===== src/sv/acsnc_pkg.sv =====
// Shared constants and types for the ADC channel smoother / noise calibrator.
// No dependencies; every other file refers to this package by scoped names.
package acsnc_pkg;

  localparam int SAMPLE_LIMIT = 1024;
  localparam int COUNT_W      = $clog2(SAMPLE_LIMIT + 1);

  localparam int SAMPLE_W = 12;
  localparam int VALUE_W  = 16;
  localparam int THRESH_W = 15;
  localparam int WEIGHT_W = 17;
  localparam int WIDEN_SH = VALUE_W - SAMPLE_W;

  localparam logic [WEIGHT_W-1:0] WEIGHT_ONE = 17'h10000;

  // Configuration register indexes
  localparam int CFG_IDX_W = 2;
  localparam int CFG_DATA_W = WEIGHT_W;
  localparam logic [CFG_IDX_W-1:0] CFG_FILTER_WEIGHT = 2'd0;
  localparam logic [CFG_IDX_W-1:0] CFG_INVERT_OUTPUT = 2'd1;

  // Input operation codes
  localparam logic OP_SAMPLE    = 1'b0;
  localparam logic OP_CAL_START = 1'b1;

  typedef logic [VALUE_W-1:0]  value_t;
  typedef logic [COUNT_W-1:0]  count_t;
  typedef logic [THRESH_W-1:0] thresh_t;
  typedef logic [WEIGHT_W-1:0] weight_t;

endpackage


===== src/sv/acsnc_if.sv =====
// Valid/ready channel interfaces for the sample input and the result output.
// Depends on acsnc_pkg for field widths.
interface acsnc_in_if;
  logic                           valid;
  logic                           ready;
  logic                           op;
  logic [acsnc_pkg::SAMPLE_W-1:0] raw_sample;

  modport source (output valid, output op, output raw_sample, input ready);
  modport sink   (input valid, input op, input raw_sample, output ready);
endinterface

interface acsnc_out_if;
  logic                 valid;
  logic                 ready;
  acsnc_pkg::value_t    reading;
  logic                 calibrating;
  logic                 calibration_done;
  acsnc_pkg::thresh_t   noise_threshold;

  modport source (output valid, output reading, output calibrating,
                  output calibration_done, output noise_threshold, input ready);
  modport sink   (input valid, input reading, input calibrating,
                  input calibration_done, input noise_threshold, output ready);
endinterface


===== src/sv/acsnc_blend.sv =====
// Exponential moving average step: prev + round((x - prev) * w / 2^16).
// Depends on acsnc_pkg for widths; purely combinational, one multiplier.
module acsnc_blend (
  input  acsnc_pkg::value_t  x,
  input  acsnc_pkg::value_t  prev,
  input  acsnc_pkg::weight_t weight,
  output acsnc_pkg::value_t  value
);

  logic signed [acsnc_pkg::VALUE_W:0]                       diff;
  logic signed [acsnc_pkg::WEIGHT_W:0]                      w_s;
  logic signed [acsnc_pkg::VALUE_W+acsnc_pkg::WEIGHT_W+1:0] prod;
  logic signed [acsnc_pkg::VALUE_W+acsnc_pkg::WEIGHT_W+1:0] rounded;

  assign diff    = $signed({1'b0, x}) - $signed({1'b0, prev});
  assign w_s     = $signed({1'b0, weight});
  assign prod    = diff * w_s;
  // Add half an LSB, then floor by taking the bits above the fraction
  assign rounded = prod + $signed((acsnc_pkg::VALUE_W + acsnc_pkg::WEIGHT_W + 2)'(32768));
  assign value   = prev + rounded[2*acsnc_pkg::VALUE_W-1:acsnc_pkg::VALUE_W];

endmodule


===== src/sv/adc_channel_smoother_noise_calibrator.sv =====
// ADC channel smoother with noise calibration.
// An accepted item passes through the input register and then the result register.
// Throughput: one item per cycle unless result_out stalls; the single filter multiply
// and the min/max compares sit between the input register and the result register.
// Reset (rst, synchronous, active high) clears configuration, filter and calibration state.
// Depends on acsnc_pkg, acsnc_if and acsnc_blend.
module adc_channel_smoother_noise_calibrator (
  input  logic                                   clk,
  input  logic                                   rst,
  input  logic                                   cfg_we,
  input  logic [acsnc_pkg::CFG_IDX_W-1:0]        cfg_index,
  input  logic [acsnc_pkg::CFG_DATA_W-1:0]       cfg_data,
  acsnc_in_if.sink                               sample_in,
  acsnc_out_if.source                            result_out
);

  // Configuration
  acsnc_pkg::weight_t filter_weight;
  logic               invert_output;

  // Input register
  logic                           s1_valid;
  logic                           s1_op;
  logic [acsnc_pkg::SAMPLE_W-1:0] s1_raw;

  // Channel state
  acsnc_pkg::value_t  current_value, current_value_next;
  logic               cal_active, cal_active_next;
  acsnc_pkg::count_t  cal_count, cal_count_next;
  acsnc_pkg::value_t  noise_max, noise_max_next;
  acsnc_pkg::value_t  noise_min, noise_min_next;
  acsnc_pkg::thresh_t threshold, threshold_next;
  logic               done_next;

  // Result register
  logic               out_valid;
  acsnc_pkg::value_t  out_reading;
  logic               out_calibrating;
  logic               out_done;
  acsnc_pkg::thresh_t out_threshold;

  logic               advance;
  acsnc_pkg::value_t  widened;
  acsnc_pkg::value_t  blended;
  acsnc_pkg::value_t  span;
  logic               filter_on;

  assign advance         = s1_valid && (!out_valid || result_out.ready);
  assign sample_in.ready = !s1_valid || advance;

  assign widened   = {s1_raw, acsnc_pkg::WIDEN_SH'(0)};
  assign filter_on = (filter_weight != '0) && (filter_weight <= acsnc_pkg::WEIGHT_ONE);
  assign span      = noise_max - noise_min;

  acsnc_blend u_blend (
    .x      (widened),
    .prev   (current_value),
    .weight (filter_weight),
    .value  (blended)
  );

  always_comb begin
    current_value_next = current_value;
    cal_active_next    = cal_active;
    cal_count_next     = cal_count;
    noise_max_next     = noise_max;
    noise_min_next     = noise_min;
    threshold_next     = threshold;
    done_next          = 1'b0;
    if (s1_op == acsnc_pkg::OP_CAL_START) begin
      cal_active_next = 1'b1;
      cal_count_next  = '0;
    end else if (cal_active) begin
      // Bypass the filter while calibrating
      current_value_next = widened;
      if (cal_count < acsnc_pkg::COUNT_W'(acsnc_pkg::SAMPLE_LIMIT)) begin
        if (cal_count == '0) begin
          noise_max_next = widened;
          noise_min_next = widened;
        end else if (widened > noise_max) begin
          noise_max_next = widened;
        end else if (widened < noise_min) begin
          noise_min_next = widened;
        end
        cal_count_next = cal_count + 1'b1;
      end else begin
        cal_active_next = 1'b0;
        cal_count_next  = '0;
        threshold_next  = (noise_max >= noise_min) ? span[acsnc_pkg::VALUE_W-1:1] : '0;
        done_next       = 1'b1;
      end
    end else if (filter_on) begin
      current_value_next = blended;
    end else begin
      current_value_next = widened;
    end
  end

  always_ff @(posedge clk) begin
    if (rst) begin
      filter_weight <= '0;
      invert_output <= 1'b0;
    end else if (cfg_we) begin
      case (cfg_index)
        acsnc_pkg::CFG_FILTER_WEIGHT: filter_weight <= cfg_data[acsnc_pkg::WEIGHT_W-1:0];
        acsnc_pkg::CFG_INVERT_OUTPUT: invert_output <= cfg_data[0];
        default: ;
      endcase
    end
  end

  always_ff @(posedge clk) begin
    if (rst) begin
      s1_valid <= 1'b0;
    end else if (sample_in.valid && sample_in.ready) begin
      s1_valid <= 1'b1;
    end else if (advance) begin
      s1_valid <= 1'b0;
    end
    if (sample_in.valid && sample_in.ready) begin
      s1_op  <= sample_in.op;
      s1_raw <= sample_in.raw_sample;
    end
  end

  always_ff @(posedge clk) begin
    if (rst) begin
      current_value <= '0;
      cal_active    <= 1'b0;
      cal_count     <= '0;
      noise_max     <= '0;
      noise_min     <= '0;
      threshold     <= '0;
    end else if (advance) begin
      current_value <= current_value_next;
      cal_active    <= cal_active_next;
      cal_count     <= cal_count_next;
      noise_max     <= noise_max_next;
      noise_min     <= noise_min_next;
      threshold     <= threshold_next;
    end
  end

  always_ff @(posedge clk) begin
    if (rst) begin
      out_valid <= 1'b0;
    end else if (advance) begin
      out_valid <= 1'b1;
    end else if (result_out.ready) begin
      out_valid <= 1'b0;
    end
    if (advance) begin
      // 65535 - v is the bitwise complement
      out_reading     <= invert_output ? ~current_value_next : current_value_next;
      out_calibrating <= cal_active_next;
      out_done        <= done_next;
      out_threshold   <= threshold_next;
    end
  end

  assign result_out.valid            = out_valid;
  assign result_out.reading          = out_reading;
  assign result_out.calibrating      = out_calibrating;
  assign result_out.calibration_done = out_done;
  assign result_out.noise_threshold  = out_threshold;

endmodule


===== src/flat_wrapper.sv =====
// flat-port wrapper written by rule: the top's interface ports become plain ports
module adc_channel_smoother_noise_calibrator_flat 
  (clk, rst, cfg_we, cfg_index, cfg_data, sample_in_valid, sample_in_op, sample_in_raw_sample, sample_in_ready, result_out_valid, result_out_reading, result_out_calibrating, result_out_calibration_done, result_out_noise_threshold, result_out_ready);
  acsnc_in_if sample_in_i ();
  acsnc_out_if result_out_i ();
  input  logic clk;
  input  logic rst;
  input  logic cfg_we;
  input  logic [acsnc_pkg::CFG_IDX_W-1:0] cfg_index;
  input  logic [acsnc_pkg::CFG_DATA_W-1:0] cfg_data;
  input wire logic [$bits(sample_in_i.valid)-1:0] sample_in_valid;
  input wire logic [$bits(sample_in_i.op)-1:0] sample_in_op;
  input wire logic [$bits(sample_in_i.raw_sample)-1:0] sample_in_raw_sample;
  output wire logic [$bits(sample_in_i.ready)-1:0] sample_in_ready;
  output wire logic [$bits(result_out_i.valid)-1:0] result_out_valid;
  output wire logic [$bits(result_out_i.reading)-1:0] result_out_reading;
  output wire logic [$bits(result_out_i.calibrating)-1:0] result_out_calibrating;
  output wire logic [$bits(result_out_i.calibration_done)-1:0] result_out_calibration_done;
  output wire logic [$bits(result_out_i.noise_threshold)-1:0] result_out_noise_threshold;
  input wire logic [$bits(result_out_i.ready)-1:0] result_out_ready;
  assign sample_in_i.valid = sample_in_valid;
  assign sample_in_i.op = sample_in_op;
  assign sample_in_i.raw_sample = sample_in_raw_sample;
  assign sample_in_ready = sample_in_i.ready;
  assign result_out_valid = result_out_i.valid;
  assign result_out_reading = result_out_i.reading;
  assign result_out_calibrating = result_out_i.calibrating;
  assign result_out_calibration_done = result_out_i.calibration_done;
  assign result_out_noise_threshold = result_out_i.noise_threshold;
  assign result_out_i.ready = result_out_ready;
  adc_channel_smoother_noise_calibrator u_core (.clk(clk), .rst(rst), .cfg_we(cfg_we), .cfg_index(cfg_index), .cfg_data(cfg_data), .sample_in(sample_in_i), .result_out(result_out_i));
endmodule

===== config.mk =====
export PLATFORM = sky130hd
export DESIGN_NAME = adc_channel_smoother_noise_calibrator_flat
export DESIGN_NICKNAME = d
export VERILOG_FILES = /design/src/sv/acsnc_pkg.sv /design/src/sv/acsnc_if.sv /design/src/sv/acsnc_blend.sv /design/src/sv/adc_channel_smoother_noise_calibrator.sv /design/src/flat_wrapper.sv
export SDC_FILE = /design/constraint.sdc
export NUM_CORES = 1
export LEC_CHECK = 0
export ABC_CLOCK_PERIOD_IN_PS = 12700
export BUFFER_PORTS_ARGS = -buffer_cell sky130_fd_sc_hd__buf_2
export CAP_MARGIN = 20
export CORE_ASPECT_RATIO = 0.6
export CORE_UTILIZATION = 45
export DETAILED_ROUTE_END_ITERATION = 10
export HOLD_SLACK_MARGIN = 0.12
export SLEW_MARGIN = 30
export SYNTH_ARGS = -nofsm -noshare
export SYNTH_HDL_FRONTEND = slang
export SYNTH_SLANG_ARGS = --single-unit
export TNS_END_PERCENT = 30

===== constraint.sdc =====
create_clock -name clk -period 12.7 [get_ports clk]
set_input_delay 0.635 -clock clk [delete_from_list [all_inputs] [get_ports clk]]
set_output_delay 0.635 -clock clk [all_outputs]
set_load 0.05 [all_outputs]

[Word level (Yosys, flattened, before mapping)]
Cells that the tools add are included.
Word-level totals
  bits in registers: 141
  logic and storage cells: 77
  output and inout port bits: 35
Cells by class
  reductions and logical operators: 21
  multiply operators: 1
  bitwise logic cells: 3
  magnitude comparators: 5
  add/sub/neg operators: 5
  multiplexer cells: 24
  eq/ne operators: 2
Operators by type and width (number)
  16-bit two-way mux: 9
  15-bit two-way mux: 4
  11-bit two-way mux: 3
  32-bit by 17-bit adder with 32-bit output, second input constant: 1
  17-bit by 18-bit multiplier with 32-bit output: 1
  17-bit <= comparator, second input constant: 1
  17-bit nonzero test: 1
  16-bit by 16-bit subtractor with 17-bit output: 1
  16-bit adder: 1
  16-bit >= comparator: 1
  16-bit > comparator: 1
  16-bit less-than comparator: 1
  16-bit inverter: 1
  16-bit subtractor: 1
  11-bit by 1-bit adder with 11-bit output, second input constant: 1
  11-bit logical NOT: 1
  11-bit less-than comparator, second input constant: 1
  2-bit nonzero test: 5
  1-bit two-way mux: 8
  2-bit AND reduction: 3
  6-bit AND reduction: 1
  5-bit AND reduction: 1
  1-bit logical AND: 3
  2-bit by 1-bit == test with 1-bit output, second input constant: 1
  6 further kinds: 9

[Logic depth before layout (Yosys ltp)]
  word-level depth: 9
  gate-level depth with buffers: 47
  depth with buffers taken out: 44

[Hierarchy]
A second synthesis with hierarchy kept.
Unflattened totals
  cell total of the unflattened synthesis: 1904
  area, all modules: 17420.5 µm²
By module, submodules not included
  acsnc_blend: sequential area each 0.0 µm², instances 1, area each 10416.2 µm², cells each 1205
  adc_channel_smoother_noise_calibrator: sequential area each 3123.0 µm², instances 1, area each 7004.2 µm², cells each 699

[Worst setup path before layout]
Ideal clock, no wire load.
  path type: register to register
  start point: register u_core.current_value[0]
  end point: register u_core.out_reading[15] (netlist: u_core.result_out.reading[15]), data pin
  arrival: 9.235 ns
  buffers on the path: 3
  setup time: 0.190 ns
  stages on the path, launching flop included: 47
  period minus slack after synthesis: 9.425 ns
  data required time: 12.510 ns
  slack: 3.275 ns
  cell sequence: dfxtp_1 > clkbuf_1 > clkbuf_1 > inv_1 > ha_1 > nand4bb_1 > a21oi_2 > o21ai_2 > a21oi_1 > o21a_1 > o21ai_0 > nand2b_1 > a21oi_1 > xnor2_1 > clkbuf_1 > nand2_1 > fa_1 > inv_1 > [11 not listed] > o21ai_0 > a2111oi_0 > nor2_1 > nand2_1 > a21oi_1 > nor2b_1 > nor2_1 > xnor2_1 > ha_1 > a21oi_1 > nor2_1 > a211oi_1 > o21ai_1 > o41ai_1 > xnor2_1 > xnor2_1 > mux2_2 > a2111oi_2
Between the ends
  longest elaborated chain between the ends: 9
RTL lines
  from (decl): line adc_channel_smoother_noise_calibrator.sv:27  | acsnc_pkg::value_t current_value, current_value_next;
  from (signal assigned): line adc_channel_smoother_noise_calibrator.sv:135  | current_value <= current_value_next;
  16-bit by 16-bit subtractor with 17-bit output: line acsnc_blend.sv:15  | assign diff = $signed({1'b0, x}) - $signed({1'b0, prev});
  17-bit by 18-bit multiplier with 32-bit output: line acsnc_blend.sv:17  | assign prod = diff * w_s;
  32-bit by 17-bit adder with 32-bit output: line acsnc_blend.sv:19  | assign rounded = prod + $signed((acsnc_pkg::VALUE_W + acsnc_pkg::WEIGHT_W + 2)'(32768));
  16-bit adder *: line acsnc_blend.sv:20  | assign value = prev + rounded[2*acsnc_pkg::VALUE_W-1:acsnc_pkg::VALUE_W];
  16-bit two-way mux *: line adc_channel_smoother_noise_calibrator.sv:92  | end else if (filter_on) begin
  16-bit two-way mux *: line adc_channel_smoother_noise_calibrator.sv:73  | end else if (cal_active) begin
  16-bit two-way mux *: line adc_channel_smoother_noise_calibrator.sv:70  | if (s1_op == acsnc_pkg::OP_CAL_START) begin
  16-bit inverter: line adc_channel_smoother_noise_calibrator.sv:154  | out_reading <= invert_output ? ~current_value_next : current_value_next;
  16-bit two-way mux *: line adc_channel_smoother_noise_calibrator.sv:154
  to (signal assigned): line adc_channel_smoother_noise_calibrator.sv:154
  to (decl): line adc_channel_smoother_noise_calibrator.sv:37  | acsnc_pkg::value_t out_reading;
Every way passes the cells marked *; elsewhere a longest branch is shown, timed or not.
A chain may end at the register's enable or synchronous reset.

[Worst setup path in the final report]
Ends and elaborated chain as after synthesis.

==> impl_metrics.csv <==
group,metric,value,unit
placement,place_hpwl,34000,um
synthesis,syn_area_per_cell,8.73,um2
flow_run,drv_cap,0,
synthesis,yosysSeqAreaShare,18.5,%
pwr,p_switching,0.969,mW
global_routing,grt_usage,23.8,%
timing,rsz0062_at_grt,"no",
timing,setup_viol,0,
synthesis,syn_inst,1935,
cts,cts_made_buffers,17,
drt,ant_nets,0,
timing,drv_slew,0,
cts,holdBufCountCts,0,
drt,dr.pass1.iters,7,
critical_path,crit_slowest_cell,"dfxtp_1",
placement,dp_slack,2.25,ns
cells_and_area,final_core_util,50.1,%
synthesis,yosysWarnings,0,
timing,fin_tns_setup,0,ns
timing,finalCriticalPeriod,10.54,ns
critical_path,cp_top_family,"adder cells",
floorplan,fp.dieW,252,um
synthesis,synth_edf_count,46,
floorplan,core-area,0.0366,mm2
synthesis,synth_nets,2371,
cts,cts_tree,"built",
global_routing,grt_max_degree,92,
critical_path,critPathArrivalTime,10.79,ns
timing,relSlewSlack,30.3,%
timing,hold_viol_final,0,
drt,wl,43700,um
timing,fin_skew,0.0106,ns
pwr,combPwrFrac,53.5,%
cells_and_area,final_common_cell,"inv_1",
floorplan,io_pins,72,
global_routing,gr-total-overflow,0,
global_routing,grt_pass1_vias,12900,
floorplan,fp.dieArea,0.0383,mm2
timing,timing.fmax,0.0949,GHz
pwr,ir_drop,0.118,mV
drt,wire_per_inst,17.6,um
pwr,clkPwrFrac,23.2,%
pwr,intPower,1.18,mW
floorplan,start_util,46.1,%
critical_path,cp_max_fo,22,
critical_path,max_stage_delay,0.82,ns
synthesis,synth_area_leader_cell,"fa_1",
placement,gp_congestion,0.871,
synthesis,ys_types,73,
drt,drc,0,
hold_path,hp-class,"in2reg",
pwr,p_leak,8.74,nW
cts,clkTransAtPathRegs,0.06,ns
critical_path,crit_type,"reg2reg",
synthesis,synthTopCellsByArea,"fa_1, ha_1, dfxtp_1",
cts,cts_repair_resize_count,0,
drt,via_per_inst,5.26,
cts,htree_levels,4,
pwr,sw_frac_of_total,45.2,%
floorplan,rows,54,
drt,first_iter_violations,755,
synthesis,yosys_most_used_dff,"dfxtp_1",
critical_path,start_kind,"flop",
cts,clock_tree.buffer_depth,2,
cts,post-cts-setup-buffers,0,
status,run_status,"completed",
floorplan,die_h,152,um
critical_path,cp-end-kind,"flop",
cells_and_area,nets,2401,
critical_path,required,12.95,ns
synthesis,yosysTopAreaCellShare,26.8,%
pwr,power_frac_seq,23.3,%
timing,period_share,83.0,%
cells_and_area,areaGrowthSynthToFinish,8.63,%
placement,portBuffers,71,
cts,clock_sinks,133,
synthesis,syn_area,0.0169,mm2
pwr,p_per_area,117,mW/mm2
synthesis,synthArstFlopShare,0,%
critical_path,cp_num_buf_inv,7,
cts,ctsRootBufferMaster,"clkbuf_16",
cells_and_area,drive_gt1_share,8.14,%
synthesis,synth_seq_cells,133,
cts,clk_latency,0.44,ns
timing,setup_ws,2.16,ns
drt,vias,13100,
global_routing,grt_pass1_wl,71100,um
cells_and_area,final_cell_mix,"inv_1, nand2_1, fa_1",
global_routing,antenna_found_initial,0,
timing,worst_slew_pin_slew,1.04,ns
critical_path,crit_path_frequent_cell,"inv_1",
## worst paths after layout
path	from	endpoint	slack, ns	cells after the start
max	u_core.current_value[0]	u_core.result_out.reading[15]	2.16	42
min	sample_in_raw_sample[6]	u_core.s1_raw[6]	0.37	1
max reg2reg	u_core.current_value[0]	u_core.result_out.reading[15]	2.16	42
min reg2reg	u_core.threshold[3]	u_core.threshold[3]	0.47	2
## logic make-up (layout without fill, tap and decap cells)
group	after synthesis	count (layout)	share of synthesized area (%)
compound gates	245	245	9.39
xor+xnor	71	71	3.73
fa+ha+maj	399	399	39.6
buf+inv	421	464	9.41
flops	133	133	18.5
mux	19	19	1.13
other cells	0	1	0
simple gates	647	647	18.3
## worst reg2reg max path: cells and delay by family (launching register included)
kind / cells / cell delay, ns
simple gates: 8 / 1.28
flops: 1 / 0.82
xor+xnor: 4 / 0.80
fa+ha+maj: 9 / 3.61
mux: 1 / 0.40
buf+inv: 7 / 0.61
compound gates: 13 / 2.84
## state kept, by name, summed over array words and instances (netlist names), 11 cells and up
signal                             flops
u_core.filter_weight                  17
u_core.current_value                  16
u_core.result_out.reading             16
u_core.result_out.noise_threshold     15
u_core.threshold                      15
u_core.noise_max                      12
u_core.noise_min                      12
u_core.s1_raw                         12
u_core.cal_count                      11
## metal layers
metal  vias up  global-route usage (%)  part of all wire [%]
met5         -                       0                     0
met4         0                    4.76                   1.2
met3        37                    5.00                   6.9
met2       359                    33.4                    41
met1      6495                    37.2                    51
li1       6170                       -                     -
## cell usage after synthesis (3+ instances only)
master       n
nor4_1       8
xor2_1      21
a21oi_1     89
o31a_1       3
o21a_1      11
nor2b_1     17
edfxtp_1    46
o21ai_0     38
o21ai_1      8
nand4_1     11
or3_1        3
a31oi_1      5
fa_1       226
and2_1     110
a211o_1      3
nand2_1    261
o21bai_1     4
inv_1      337
nand2b_1    39
or2_2       11
dfxtp_1     87
mux2i_1     18
ha_1       173
a2111oi_0    3
a22oi_1      6
nand3_1     12
a21o_1      25
xnor2_1     49
nor3_1      23
nor3b_1      6
clkbuf_1    75
o31ai_1      4
nor2_1     126
buf_1        7
a21boi_0     3
a211oi_1    10
and3_1       8
and4_1       3
a22o_1       4
## area by class of cell
type,instances,area (um2)
clock buffer,17,425
antenna,1,2.50
inverter,337,1260
tap,504,631
fill,3497,18300
clock inverter,15,143
sequential,133,3120
timing repair buffer,95,539
multi-input combinational,1381,12200
## stage by stage
step                hold slack (ns)  power [mW]  cell area (um2)  cells
finish                        0.369        2.15            18400   2483
detailed placement            0.460        1.64            17800   2450
floorplan                     0.437        1.33            16900   1935
CTS                           0.350        2.15            18300   2482
global route                  0.352        2.31            18300   2482
global placement              0.446        1.63            17800   2450
## power groups by stage
stage               combinational [mW]  sequential (mW)  clock (mW)
floorplan                        0.803            0.530           0
finish                            1.15            0.500       0.497
global placement                  1.12            0.509           0
global route                      1.29            0.503       0.524
CTS                               1.14            0.500       0.507
detailed placement                1.13            0.509           0
Note: power is estimated with default switching activity, not from simulation.
